### src/sv/bass_pkg.sv
`timescale 1ns / 1ps
// ----------------------------------------------------------------------------
// bass_pkg
// shared types and constants of the advertising structure scanner
// ----------------------------------------------------------------------------
package bass_pkg;

    localparam int MaxPacketBytes = 255;
    localparam int PosW           = $clog2(MaxPacketBytes + 1);

    localparam logic [7:0] TypeFlags    = 8'h01;
    localparam logic [7:0] TypeTxPower  = 8'h0A;
    localparam logic [7:0] TypeAuxPtr   = 8'h1F;
    localparam logic [7:0] TypeAdi      = 8'h29;
    localparam logic [7:0] PowerDefault = 8'h7F;
    localparam logic [7:0] FlagCapMask  = 8'h04;
    localparam logic [7:0] FlagExtMask  = 8'h18;

    localparam int OutDataW = 16;

    typedef enum logic [1:0] {
        PH_LENGTH,
        PH_TYPE,
        PH_VALUE,
        PH_STOPPED
    } t_phase;

    typedef struct packed {
        logic [7:0] payload_byte;
        logic       end_of_packet;
    } t_in_item;

    typedef struct packed {
        logic [7:0] tx_power_raw;
        logic [1:0] adv_mode;
        logic       adi_seen;
        logic       aux_pointer_seen;
        logic       extended_seen;
    } t_result;

endpackage

### src/sv/bass_in_reg.sv
`timescale 1ns / 1ps
// ----------------------------------------------------------------------------
// bass_in_reg
// input register: holds one accepted byte until the parser takes it
// ----------------------------------------------------------------------------
module bass_in_reg (
    input  logic              i_clk,
    input  logic              i_rst_n,
    input  logic              i_s_valid,
    output logic              o_s_ready,
    input  bass_pkg::t_in_item i_s_item,
    input  logic              i_adv,
    output logic              o_valid,
    output bass_pkg::t_in_item o_item
);
    import bass_pkg::*;

    logic     r_valid;
    logic     n_valid;
    t_in_item r_item;

    assign o_s_ready = !r_valid || i_adv;

    always_comb begin
        n_valid = r_valid;
        if (i_s_valid && o_s_ready) begin
            n_valid = 1'b1;
        end else if (i_adv) begin
            n_valid = 1'b0;
        end
    end

    always_ff @(posedge i_clk) begin
        if (!i_rst_n) begin
            r_valid <= 1'b0;
        end else begin
            r_valid <= n_valid;
        end
    end

    always_ff @(posedge i_clk) begin
        if (i_s_valid && o_s_ready) begin
            r_item <= i_s_item;
        end
    end

    assign o_valid = r_valid;
    assign o_item  = r_item;

endmodule

### src/sv/bass_parser.sv
`timescale 1ns / 1ps
// ----------------------------------------------------------------------------
// bass_parser
// length-type-value walk with pending effects, one byte per cycle while i_adv is high
// ----------------------------------------------------------------------------
module bass_parser (
    input  logic               i_clk,
    input  logic               i_rst_n,
    input  logic               i_adv,
    input  bass_pkg::t_in_item i_item,
    output logic               o_res_valid,
    output bass_pkg::t_result  o_res
);
    import bass_pkg::*;

    t_phase          r_phase,  n_phase;
    logic [7:0]      r_len,    n_len;
    logic [7:0]      r_left,   n_left;
    logic [PosW-1:0] r_pos,    n_pos;
    logic [7:0]      r_type,   n_type;
    logic [7:0]      r_pval,   n_pval;
    logic            r_pvalid, n_pvalid;
    logic            r_aux,    n_aux;
    logic            r_adi,    n_adi;
    logic [1:0]      r_mode,   n_mode;
    logic [7:0]      r_power,  n_power;
    logic            r_ext,    n_ext;

    logic       c_commit;
    logic [7:0] c_type;
    logic [7:0] c_idx;
    logic [7:0] c_byte;

    assign c_byte = i_item.payload_byte;
    assign c_idx  = r_len - 8'd1 - r_left;

    always_comb begin
        n_phase  = r_phase;
        n_len    = r_len;
        n_left   = r_left;
        n_pos    = r_pos;
        n_type   = r_type;
        n_pval   = r_pval;
        n_pvalid = r_pvalid;
        n_aux    = r_aux;
        n_adi    = r_adi;
        n_mode   = r_mode;
        n_power  = r_power;
        n_ext    = r_ext;
        c_commit = 1'b0;
        c_type   = r_type;
        o_res    = '0;

        if (r_pos < PosW'(MaxPacketBytes)) begin
            n_pos = r_pos + 1'b1;
            case (r_phase)
                PH_LENGTH: begin
                    n_len   = c_byte;
                    n_phase = (c_byte == 8'd0) ? PH_STOPPED : PH_TYPE;
                end
                PH_TYPE: begin
                    c_type   = c_byte;
                    n_type   = c_byte;
                    n_left   = r_len - 8'd1;
                    n_pval   = '0;
                    n_pvalid = 1'b0;
                    if (n_left == 8'd0) begin
                        c_commit = 1'b1;
                    end else begin
                        n_phase = PH_VALUE;
                    end
                end
                PH_VALUE: begin
                    if (((r_type == TypeTxPower || r_type == TypeFlags) && c_idx == 8'd0) ||
                        (r_type == TypeAdi && c_idx == 8'd1)) begin
                        n_pval   = c_byte;
                        n_pvalid = 1'b1;
                    end
                    n_left = r_left - 8'd1;
                    if (n_left == 8'd0) begin
                        c_commit = 1'b1;
                    end
                end
                default: begin
                end
            endcase
        end

        // structure complete: apply its held effect
        if (c_commit) begin
            case (c_type)
                TypeAuxPtr: begin
                    n_aux = 1'b1;
                    n_ext = 1'b1;
                end
                TypeAdi: begin
                    n_adi = 1'b1;
                    n_ext = 1'b1;
                    if (n_pvalid) begin
                        n_mode = n_pval[1:0];
                    end
                end
                TypeTxPower: begin
                    if (n_pvalid) begin
                        n_power = n_pval;
                    end
                end
                TypeFlags: begin
                    if (n_pvalid && |(n_pval & FlagCapMask) && |(n_pval & FlagExtMask)) begin
                        n_ext = 1'b1;
                    end
                end
                default: begin
                end
            endcase
            n_pvalid = 1'b0;
            n_pval   = '0;
            n_phase  = PH_LENGTH;
        end

        o_res.extended_seen    = n_ext;
        o_res.aux_pointer_seen = n_aux;
        o_res.adi_seen         = n_adi;
        o_res.adv_mode         = n_mode;
        o_res.tx_power_raw     = n_power;

        // end of packet: result goes out, scan state starts over
        if (i_item.end_of_packet) begin
            n_phase  = PH_LENGTH;
            n_len    = '0;
            n_left   = '0;
            n_pos    = '0;
            n_type   = '0;
            n_pval   = '0;
            n_pvalid = 1'b0;
            n_aux    = 1'b0;
            n_adi    = 1'b0;
            n_mode   = '0;
            n_power  = PowerDefault;
            n_ext    = 1'b0;
        end
    end

    assign o_res_valid = i_adv && i_item.end_of_packet;

    always_ff @(posedge i_clk) begin
        if (!i_rst_n) begin
            r_phase  <= PH_LENGTH;
            r_len    <= '0;
            r_left   <= '0;
            r_pos    <= '0;
            r_type   <= '0;
            r_pval   <= '0;
            r_pvalid <= 1'b0;
            r_aux    <= 1'b0;
            r_adi    <= 1'b0;
            r_mode   <= '0;
            r_power  <= PowerDefault;
            r_ext    <= 1'b0;
        end else if (i_adv) begin
            r_phase  <= n_phase;
            r_len    <= n_len;
            r_left   <= n_left;
            r_pos    <= n_pos;
            r_type   <= n_type;
            r_pval   <= n_pval;
            r_pvalid <= n_pvalid;
            r_aux    <= n_aux;
            r_adi    <= n_adi;
            r_mode   <= n_mode;
            r_power  <= n_power;
            r_ext    <= n_ext;
        end
    end

endmodule

### src/sv/bass_out_reg.sv
`timescale 1ns / 1ps
// ----------------------------------------------------------------------------
// bass_out_reg
// result register holding one packet summary until the receiver takes it
// ----------------------------------------------------------------------------
module bass_out_reg (
    input  logic              i_clk,
    input  logic              i_rst_n,
    input  logic              i_load,
    input  bass_pkg::t_result i_res,
    input  logic              i_m_ready,
    output logic              o_m_valid,
    output logic              o_free,
    output bass_pkg::t_result o_res
);
    import bass_pkg::*;

    logic    r_valid;
    logic    n_valid;
    t_result r_res;

    assign o_free = !r_valid || i_m_ready;

    always_comb begin
        n_valid = r_valid;
        if (i_load) begin
            n_valid = 1'b1;
        end else if (i_m_ready) begin
            n_valid = 1'b0;
        end
    end

    always_ff @(posedge i_clk) begin
        if (!i_rst_n) begin
            r_valid <= 1'b0;
        end else begin
            r_valid <= n_valid;
        end
    end

    always_ff @(posedge i_clk) begin
        if (i_load) begin
            r_res <= i_res;
        end
    end

    assign o_m_valid = r_valid;
    assign o_res     = r_res;

endmodule

### src/sv/ble_adv_structure_scanner_unit.sv
`timescale 1ns / 1ps
// ----------------------------------------------------------------------------
// ble_adv_structure_scanner_unit
// scans advertising payload structures and reports one summary per packet
// ----------------------------------------------------------------------------
// usage:
//   slave stream: one payload byte per transaction on s_axis_tdata, tlast on
//   the final byte of the packet. a byte is taken every cycle as long as the
//   input register is empty or its byte can move on.
//   master stream: one summary transaction per packet, 16-bit tdata.
//   output path: the tlast byte passes the input register, then its summary
//   is loaded into the result register.
//   throughput: one byte per cycle while no tlast byte is held; the single
//   parse pass between the input and state registers sets that figure.
//   stall: bytes without tlast keep flowing while a summary waits; a tlast
//   byte waits in the input register until the result register is free, and
//   meanwhile the slave side stops taking bytes.
//   reset: both registers empty, scan state at start of packet, tx power
//   default 0x7F.
// ----------------------------------------------------------------------------
module ble_adv_structure_scanner_unit (
    input  logic        i_clk,
    input  logic        i_rst_n,
    input  logic        i_s_axis_tvalid,
    output logic        o_s_axis_tready,
    input  logic [7:0]  i_s_axis_tdata,   // payload_byte
    input  logic        i_s_axis_tlast,   // end_of_packet
    output logic        o_m_axis_tvalid,
    input  logic        i_m_axis_tready,
    // extended_seen, aux_pointer_seen, adi_seen, adv_mode[1:0],
    // tx_power_raw[7:0], zero pad
    output logic [bass_pkg::OutDataW-1:0] o_m_axis_tdata
);
    import bass_pkg::*;

    t_in_item w_s_item;
    t_in_item w_item;
    logic     w_in_valid;
    logic     w_adv;
    logic     w_free;
    logic     w_res_valid;
    t_result  w_res;
    t_result  w_out_res;

    assign w_s_item.payload_byte  = i_s_axis_tdata;
    assign w_s_item.end_of_packet = i_s_axis_tlast;

    // a tlast byte only moves on when the result register can take its summary
    assign w_adv = w_in_valid && (!w_item.end_of_packet || w_free);

    bass_in_reg u_in_reg (
        .i_clk     (i_clk),
        .i_rst_n   (i_rst_n),
        .i_s_valid (i_s_axis_tvalid),
        .o_s_ready (o_s_axis_tready),
        .i_s_item  (w_s_item),
        .i_adv     (w_adv),
        .o_valid   (w_in_valid),
        .o_item    (w_item)
    );

    bass_parser u_parser (
        .i_clk       (i_clk),
        .i_rst_n     (i_rst_n),
        .i_adv       (w_adv),
        .i_item      (w_item),
        .o_res_valid (w_res_valid),
        .o_res       (w_res)
    );

    bass_out_reg u_out_reg (
        .i_clk     (i_clk),
        .i_rst_n   (i_rst_n),
        .i_load    (w_res_valid),
        .i_res     (w_res),
        .i_m_ready (i_m_axis_tready),
        .o_m_valid (o_m_axis_tvalid),
        .o_free    (w_free),
        .o_res     (w_out_res)
    );

    assign o_m_axis_tdata = {{(OutDataW - $bits(t_result)){1'b0}}, w_out_res};

    a_no_overwrite: assert property (@(posedge i_clk) disable iff (!i_rst_n)
        w_res_valid |-> (!o_m_axis_tvalid || i_m_axis_tready))
        else $error("summary loaded over a pending one");

    a_res_from_last: assert property (@(posedge i_clk) disable iff (!i_rst_n)
        w_res_valid |-> (w_in_valid && w_item.end_of_packet))
        else $error("summary without a tlast byte");

    a_res_shows: assert property (@(posedge i_clk) disable iff (!i_rst_n)
        w_res_valid |=> o_m_axis_tvalid)
        else $error("summary not presented after load");

    a_hold_byte: assert property (@(posedge i_clk) disable iff (!i_rst_n)
        (w_in_valid && !w_adv) |=> (w_in_valid && $stable(w_item)))
        else $error("stalled byte lost from input register");

endmodule
### config.mk
export PLATFORM = sky130hd
export DESIGN_NAME = ble_adv_structure_scanner_unit
export DESIGN_NICKNAME = d
export VERILOG_FILES = /design/src/sv/bass_pkg.sv /design/src/sv/bass_in_reg.sv /design/src/sv/bass_parser.sv /design/src/sv/bass_out_reg.sv /design/src/sv/ble_adv_structure_scanner_unit.sv
export SDC_FILE = /design/constraint.sdc
export NUM_CORES = 1
export LEC_CHECK = 0
export BUFFER_PORTS_ARGS = -buffer_cell sky130_fd_sc_hd__buf_2
export CAP_MARGIN = 10
export CORE_MARGIN = 2
export CORE_UTILIZATION = 55
export CTS_BUF_LIST = sky130_fd_sc_hd__clkbuf_16
export CTS_CLUSTER_DIAMETER = 200
export DETAILED_ROUTE_END_ITERATION = 16
export PLACE_DENSITY = 0.73
export SYNTH_ARGS = -nofsm -noshare
export SYNTH_HDL_FRONTEND = slang
export SYNTH_SLANG_ARGS = --single-unit
### constraint.sdc
create_clock -name i_clk -period 7.1 [get_ports i_clk]
set_clock_uncertainty 0.05 [all_clocks]
set_input_delay 1.775 -clock i_clk [delete_from_list [all_inputs] [get_ports i_clk]]
set_output_delay 1.775 -clock i_clk [all_outputs]
set_load 0.02 [all_outputs]
# == Word-level counts from Yosys, hierarchy flattened ==
# Cells that the tools add are included.
# word_totals
ff_bits,80
inputBits,13
output_inout_bits,18
# op_classes
add_sub_neg,4
order_cmp,1
eq_ne,11
muxes,53
n_reduce_logical,33
# op_table
operator,n
$mux W8,18
$logic_not A8 Y1,4
$pmux W8 S2,2
$eq A8 B1 Y1 const B,3
$mux W1,20
$mux W2,9
$eq A8 B4 Y1 const B,2
$eq A8 B6 Y1 const B,2
$sub A8 B1 Y8 const B,2
$add A8 B1 Y8 const B,1
$eq A8 B5 Y1 const B,1
$lt A8 B8 Y1 const B,1
$reduce_bool A2 Y1,4
$sub A8 B8 Y8,1
$logic_and A1 B1 Y1,7
$pmux W1 S2,3
$reduce_and A3 Y1,2
$reduce_bool A3 Y1,2
$logic_or A1 B1 Y1,5
$ne A4 B3 Y1 const B,1
$pmux W2 S2,1
$reduce_and A4 Y1,1
$reduce_bool A4 Y1,1
$reduce_or A2 Y1,2
5 further kinds,7

# == Depth between registers and ports, before layout ==
# Gate-level depths: netlist (run 1).
# depth
depth_word,14
ltp_mapped,13
ltp_nobuf,12

# == Hierarchy ==
# Synthesis (run 1) repeated with hierarchy kept, for this count alone.
# unflattened
cells_unflattened,503
hier_area_um2,4662.0
# by_module_without_submodules
mod,instances,cells_per_inst,area_per_inst_um2
bass_parser,1,466,3857.4
bass_out_reg,1,17,439.2
bass_in_reg,1,14,327.8
ble_adv_structure_scanner_unit,1,6,37.5

# == Least setup slack after synthesis (run 1) ==
# No wires, ideal clock.
# synth_timing
path_kind,input to output
startpoint,in i_m_axis_tready
endpoint,out o_s_axis_tready
arrival_ns,2.099
slack_ns,3.176
cell_stages,1
n_path_buf,0
path_cell_list,nand4b_1
# synth_via
elab_chain_len,4
# synth_lines
item,line,source
start: declaration,ble_adv_structure_scanner_unit.sv:29,"input logic i_m_axis_tready,"
$logic_or A1 B1 Y1,bass_out_reg.sv:22,assign o_free = !r_valid || i_m_ready;
$logic_or A1 B1 Y1,ble_adv_structure_scanner_unit.sv:49,assign w_adv = w_in_valid && (!w_item.end_of_packet || w_free);
$logic_and A1 B1 Y1,ble_adv_structure_scanner_unit.sv:49,
$logic_or A1 B1 Y1,bass_in_reg.sv:22,assign o_s_ready = !r_valid || i_adv;
end: declaration,ble_adv_structure_scanner_unit.sv:25,"output logic o_s_axis_tready,"
# Every way passes these cells.

==> results of run 1 <==
## power by group
| part | switching (mW) | total (mW) | internal [mW] |
|---|---|---|---|
| clock network | 0.189 | 0.495 | 0.306 |
| registers | 0.0155 | 0.494 | 0.478 |
| logic | 0.115 | 0.173 | 0.0585 |
| total | 0.319 | 1.16 | 0.843 |
## worst max-delay path by stage
stage	from	end	slack, ns	depth (start not counted)
after detailed placement	u_parser.r_len[0]$_SDFFE_PN0P_	u_out_reg.o_res[4]$_DFFE_PP_	2.84	12
after CTS	u_parser.r_len[0]$_SDFFE_PN0P_	u_out_reg.o_res[4]$_DFFE_PP_	2.84	12
after global placement	u_parser.r_len[0]$_SDFFE_PN0P_	u_out_reg.o_res[3]$_DFFE_PP_	3.00	12
after floorplan	i_m_axis_tready	o_s_axis_tready	3.18	1
final	u_parser.r_len[0]$_SDFFE_PN0P_	u_out_reg.o_res[8]$_DFFE_PP_	2.83	12
after global routing	u_parser.r_len[0]$_SDFFE_PN0P_	u_out_reg.o_res[8]$_DFFE_PP_	2.44	12
## critical path, cell delays in order, from the launching register on
cell and delay (ns):
dfxtp_1 0.48, inv_1 0.08, ha_1 0.24, xnor2_1 0.30, inv_1 0.09, ha_1 0.37, and3b_1 0.19, or3_1 0.38
a221oi_2 0.31, o2111ai_2 0.24, nor3_4 0.75, mux2i_1 0.23, mux2_2 0.32
## registers in the layout (all words and copies together), names as in the netlist, 2 cells and up
register / count
u_parser.r_len: 8
u_parser.r_type: 8
u_parser.r_power: 8
u_parser.r_phase: 2
u_parser.r_left: 8
u_out_reg.o_res: 13
u_parser.r_pval: 8
u_parser.r_mode: 2
u_in_reg.o_item: 9
u_parser.r_pos: 8
## routing by layer
metal	track usage, %	part of all wire [%]	vias up
met1	35.5	44	1898
li1	-	-	1899
met2	44.1	48	143
met3	5.56	6.2	19
met5	0	0	-
met4	9.05	1.9	0
## kinds of logic (layout without fill, tap and decap cells)
group | count (synthesis) | count (layout) | share of synthesized area [%]
multiplexers | 32 | 32 | 7.42
AO/OA/AOI/OAI | 127 | 127 | 20.5
buffers and inverters | 39 | 68 | 3.91
AND/OR/NAND/NOR | 184 | 184 | 20.9
other | 1 | 3 | 0.0809
flip-flops | 80 | 80 | 39.3
adder cells (fa/ha/maj) | 16 | 16 | 4.48
XOR/XNOR | 17 | 17 | 3.51
## stage by stage
stage	setup slack [ns]	instance area, sq um
after detailed placement	2.84	4830
after CTS	2.84	5150
after global routing	2.44	5150
after global placement	3.00	4830
after floorplan	3.18	4650
final	2.83	5150
## layout by cell type (no fill, tap or decap), types with 5 or more instances in the layout
cell type / netlist / final
a22oi_1: 11 / 11
or3_1: 5 / 5
mux2_2: 19 / 19
ha_1: 15 / 15
edfxtp_1: 22 / 22
and4_1: 6 / 6
nand2_1: 47 / 47
buf_2: 0 / 27
a21o_1: 6 / 6
mux2i_1: 13 / 13
o21ai_0: 22 / 22
nor3_1: 12 / 12
o21a_1: 5 / 5
xnor2_1: 6 / 6
o211ai_1: 10 / 10
a21oi_1: 24 / 24
nor2_1: 42 / 42
a22o_1: 5 / 5
and2_1: 5 / 5
xor2_1: 10 / 10
dfxtp_1: 58 / 58
clkbuf_16: 0 / 9
inv_1: 21 / 23
nand3_1: 27 / 27
nand2b_1: 5 / 5
## final cells by class
class / count / area share (%)
multi-input cells: 379 / 51.3
repair buffers: 29 / 2.92
well taps: 105 / 2.55
flip-flops and latches: 80 / 35.4
clock inverters: 7 / 1.73
inverters: 23 / 1.68
clock buffers: 9 / 4.38
==> flow_metrics.env, run 1 <==
export IMPL_fillers=704
export IMPL_wl_per_cell_um=18.3
export IMPL_yosysUniqueCellTypes=83
export IMPL_worst_pin_slew_ns=1.03
export IMPL_p_total_mw=1.16
export IMPL_finalCriticalPeriod_ns=4.27
export IMPL_worst_hold_path_endpoint="u_parser.r_adi$_SDFFE_PN0P_"
export IMPL_ant_nets=0
export IMPL_core_area_sq_mm=0.00818
export IMPL_cp_arrival_ns=4.31
export IMPL_grtUsageTotal_pct=26.9
export IMPL_grt_pass1_vias=3765
export IMPL_clk_pin_slew_ns=0.07
export IMPL_ir_drop_mv=0.142
export IMPL_hp_start="u_parser.r_adi$_SDFFE_PN0P_"
export IMPL_r2r_slack_ns=2.83
export IMPL_fin_setup_tns_ns=0
export IMPL_dp_hpwl_um=8240
export IMPL_p_leak_nw=1.79
export IMPL_core_rowCount=33
export IMPL_ys_async_sr_fraction_pct=0
export IMPL_yosys_warnings=0
export IMPL_postCtsHoldBufs=0
export IMPL_antenna_found_initial=0
export IMPL_power_density_mw_per_mm2=226
export IMPL_cts_root_buf="clkbuf_16"
export IMPL_maxSlewHeadroom_pct=30.5
export IMPL_yosys_top_cells_count="dfxtp_1 (58), nand2_1 (47), nor2_1 (42)"
export IMPL_max_freq_mhz=234
export IMPL_whs_ns=0.428
export IMPL_synth_seq_cells=80
export IMPL_outcome="finished clean"
export IMPL_netlist_area_sq_mm=0.00464
export IMPL_synth_area_top_cells="dfxtp_1 (25%), edfxtp_1 (14%), mux2_2 (4.6%), ha_1 (4.0%), nand2_1 (3.8%)"
export IMPL_r2r_cells=12
export IMPL_fin_nets=551
export IMPL_min_path_cells=2
export IMPL_place_gp_congestion=0.866
export IMPL_pin_count=31
export IMPL_via_per_inst=6.26
export IMPL_maxSlewViolCount=0
export IMPL_fp_dieW_um=95.8
export IMPL_grt_max_degree=35
export IMPL_synth_ff_type="dfxtp_1"
export IMPL_h_tree_depth=3
export IMPL_critPathLaunchType="flop"
export IMPL_rsz0062_at_grt="false"
export IMPL_grt_overflow=0
export IMPL_final_util_pct=62.9
export IMPL_fp_dieH_um=95.8
export IMPL_regArea_sq_mm=0.00182
export IMPL_synth_edf_count=22
export IMPL_cts_resized=0
export IMPL_first_pass_iters=5
export IMPL_tritoncts="yes"
export IMPL_worstPathRequired_ns=7.14
export IMPL_synth_seq_area_share_pct=39.3
export IMPL_crit_path_end_kind="flop"
export IMPL_multiInputGateArea_sq_mm=0.00264
export IMPL_route_detailed_drc=0
export IMPL_path_max_fanout=18
export IMPL_syn2layout_area_growth_pct=11.0
export IMPL_yosysTopAreaCell="dfxtp_1"
export IMPL_vias=3959
export IMPL_clk_latency_ns=0.34
export IMPL_hold_viol=0
export IMPL_maxCapViolCount=0
export IMPL_avgSynthCellArea_sq_um=9.35
export IMPL_min_path_type="flop to flop"
export IMPL_r2r_end="u_out_reg.o_res[8]$_DFFE_PP_"
export IMPL_numClockSinks=80
export IMPL_fin_crit_sh_pct=60.2
export IMPL_synth_top_area_share_pct=25.0
export IMPL_initial_core_util_pct=56.7
export IMPL_io_buffers=27
export IMPL_setup_viol=0
export IMPL_drt_iter0_drc=298
export IMPL_critPathKind="flop to flop"
export IMPL_cts_buffers=9
export IMPL_yosysMostFrequentCell="dfxtp_1"
export IMPL_diodes=0
export IMPL_finalNonFillerCells=632
export IMPL_cts_setup_buffers=0
export IMPL_dp_cells=616
export IMPL_synth_cells=496
export IMPL_grt_pass1_wl_um=18800
export IMPL_rr_startpoint="u_parser.r_len[0]$_SDFFE_PN0P_"
export IMPL_drive_gt1_share_pct=16.1
export IMPL_cts_buffer_depth=2
export IMPL_drt_total_wl_um=11500
export IMPL_die_area_sq_mm=0.00918
Power figures use the tool's default switching activity.
==> inputs of run 2 (changes only) <==
Settings changed: ABC_AREA set to 1, PLACE_DENSITY 0.73 to 0.74.
Clock period 7.1 ns to 4.09 ns, I/O delays scaled along.
==> run 2 against run 1 <==
  * Highest routed layer unchanged
  * Synthesized cell count is 32% higher
  * Routed wire length shrank 6.2%
  * Critical path type unchanged
  * Worst setup slack got worse by 2.2 ns
  * Hold slack lost 0.025 ns
  * Largest cell class unchanged
  * Largest power group is now sequential cells
  * Synthesized area shrank 0.35%
==> flow_metrics.env, run 2 <==
export IMPL_cts_buffers=9
export IMPL_power_density_mw_per_mm2=426
export IMPL_postCtsHoldBufs=0
export IMPL_yosys_warnings=0
export IMPL_final_area_sq_mm=0.00514
export IMPL_clk_pin_slew_ns=0.06
export IMPL_avgSynthCellArea_sq_um=7.06
export IMPL_maxSlewViolCount=0
export IMPL_critPathKind="flop to flop"
export IMPL_place_gp_congestion=0.922
export IMPL_min_path_type="flop to flop"
export IMPL_min_path_cells=2
export IMPL_synth_top_area_share_pct=25.1
export IMPL_cp_arrival_ns=3.71
export IMPL_synth_cells=655
export IMPL_maxSlewHeadroom_pct=47.0
export IMPL_core_rowCount=33
export IMPL_grt_pass1_wl_um=18300
export IMPL_final_common_cell="nand2_1"
export IMPL_grt_overflow=0
export IMPL_largest_reg_flops=13
export IMPL_drt_total_wl_um=10800
export IMPL_drt_iter0_drc=334
export IMPL_fp_dieH_um=95.7
export IMPL_initial_core_util_pct=56.5
export IMPL_setup_viol=0
export IMPL_cts_resized=0
export IMPL_dp_cells=775
export IMPL_grt_pass1_vias=3972
export IMPL_ant_nets=0
export IMPL_yosysUniqueCellTypes=45
export IMPL_syn2layout_area_growth_pct=11.1
export IMPL_synth_area_top_cells="dfxtp_1 (25%), nand2_1 (16%), edfxtp_1 (14%), inv_1 (7.1%), a21oi_1 (6.2%)"
export IMPL_cts_setup_buffers=0
export IMPL_yosys_top_cells_count="nand2_1 (201), inv_1 (88), dfxtp_1 (58)"
export IMPL_core_area_sq_mm=0.00818
export IMPL_crit_path_end_kind="flop"
export IMPL_ys_async_sr_fraction_pct=0
export IMPL_wl_per_cell_um=13.7
export IMPL_finalNonFillerCells=791
export IMPL_grt_max_degree=32
export IMPL_r2r_cells=25
export IMPL_p_leak_nw=2.31
export IMPL_path_max_fanout=5
export IMPL_tritoncts="yes"
export IMPL_outcome="finished clean"
export IMPL_clk_latency_ns=0.33
export IMPL_pin_count=31
export IMPL_vias=4263
export IMPL_fp_dieW_um=95.7
export IMPL_drive_gt1_share_pct=10.9
export IMPL_first_pass_iters=5
export IMPL_h_tree_depth=3
export IMPL_fin_setup_tns_ns=0
export IMPL_post_dp_cell_area_sq_mm=0.00482
export IMPL_synth_edf_count=22
export IMPL_final_cell_mix="nand2_1 (201), inv_1 (88), dfxtp_1 (58)"
export IMPL_ir_drop_mv=0.204
export IMPL_fillers=732
export IMPL_worst_pin_slew_ns=0.793
export IMPL_die_area_sq_mm=0.00915
export IMPL_numClockSinks=80
export IMPL_yosysMostFrequentCell="nand2_1"
export IMPL_critPathLaunchType="flop"
export IMPL_yosysTopAreaCell="dfxtp_1"
export IMPL_hold_viol=0
export IMPL_antenna_found_initial=0
export IMPL_regArea_sq_mm=0.00182
export IMPL_fin_nets=710
export IMPL_rsz0062_at_grt="false"
export IMPL_maxCapViolCount=0
export IMPL_multiInputGateArea_sq_mm=0.00235
export IMPL_finalCriticalPeriod_ns=3.49
export IMPL_synth_seq_cells=80
export IMPL_final_util_pct=62.8
export IMPL_netlist_area_sq_mm=0.00462
export IMPL_cts_root_buf="clkbuf_16"
export IMPL_io_buffers=27
export IMPL_max_freq_mhz=287
export IMPL_fin_crit_sh_pct=85.3
export IMPL_via_per_inst=5.39
export IMPL_diodes=0
export IMPL_synth_ff_type="dfxtp_1"
export IMPL_route_detailed_drc=0
export IMPL_synth_seq_area_share_pct=39.4
export IMPL_cts_buffer_depth=2
export IMPL_dp_hpwl_um=7940
export IMPL_grtUsageTotal_pct=25.7
export IMPL_worstPathRequired_ns=4.31
-- run 2: cell types whose count changed in the layout (fill, tap and decap cells not counted), sizes merged, moves of 11 or more --
| cell | previous run | this run |
|---|---|---|
| nand2 | 47 | 207 |
| inv | 24 | 96 |
| a21oi | 25 | 58 |
| mux2 | 19 | 0 |
| mux2i | 13 | 0 |
| o21ai | 24 | 36 |
| a22oi | 11 | 0 |
| nand3 | 27 | 38 |
| nor2 | 45 | 56 |
-- run 2: metrics by stage --
stage                     total power [mW]  setup WS [ns]  hold WS (ns)
after floorplan                       1.27           1.23         0.373
after global placement                1.36          0.803         0.385
after detailed placement              1.37          0.744         0.395
after CTS                             2.20          0.678         0.403
after global routing                  2.31          0.147         0.429
final                                 2.19          0.602         0.403
-- run 2: final timing paths --
path / from / end / slack (ns)
hold reg to reg: u_parser.r_aux$_SDFFE_PN0P_ / u_parser.r_aux$_SDFFE_PN0P_ / 0.40
hold / removal: u_parser.r_aux$_SDFFE_PN0P_ / u_parser.r_aux$_SDFFE_PN0P_ / 0.40
setup / recovery: u_parser.r_len[0]$_SDFFE_PN0P_ / u_parser.r_mode[0]$_SDFFE_PN0P_ / 0.60
setup reg to reg: u_parser.r_len[0]$_SDFFE_PN0P_ / u_parser.r_mode[0]$_SDFFE_PN0P_ / 0.60
-- run 2: worst max-delay path, stage by stage, from the launching register on --
cell     delay (ns)
dfxtp_1        0.39
inv_1          0.12
ha_1           0.24
nand3_1        0.13
nor2_1         0.07
inv_1          0.07
and2_1         0.17
inv_1          0.06
ha_1           0.36
nand2_1        0.09
inv_1          0.05
nand3_1        0.08
nand3_1        0.08
nand2_1        0.07
nand2_1        0.07
inv_1          0.05
nand2_1        0.05
nor2_2         0.17
nand2_1        0.16
inv_1          0.16
nor2_1         0.07
o21ai_1        0.29
nand2_1        0.09
nand2_1        0.09
nand2_1        0.06
a21oi_1        0.14
-- run 2: layout make-up --
class,count,area share [%]
inverters,96,7.06
well taps,105,2.56
flip-flops and latches,80,35.5
clock inverters,6,1.27
clock buffers,10,4.87
repair buffers,29,2.92
multi-input cells,465,45.8
-- run 2: logic make-up (layout without fill, tap and decap cells) --
kind of cell,after synthesis,count (layout),synth area share (%)
simple gates,320,320,29.8
buf+inv,112,141,9.80
other cells,1,3,0.0811
flops,80,80,39.4
xor+xnor,8,8,1.52
fa+ha+maj,16,16,4.49
compound gates,118,118,14.9
-- run 2: where the power goes --
part / switching [mW] / total (mW) / internal (mW)
Combinational: 0.321 / 0.478 / 0.157
Sequential: 0.0307 / 0.876 / 0.846
Clock: 0.324 / 0.835 / 0.511
-- run 2: routing by layer --
metal | share of wire [%] | global-route usage, % | wire length (um) | up-vias
met5 | 0 | 0 | 0 | -
met4 | 1.6 | 9.05 | 170 | 0
met3 | 5.4 | 3.48 | 586 | 14
met2 | 47 | 42.5 | 5040 | 130
met1 | 46 | 34.2 | 5030 | 1956
li1 | - | - | - | 2163
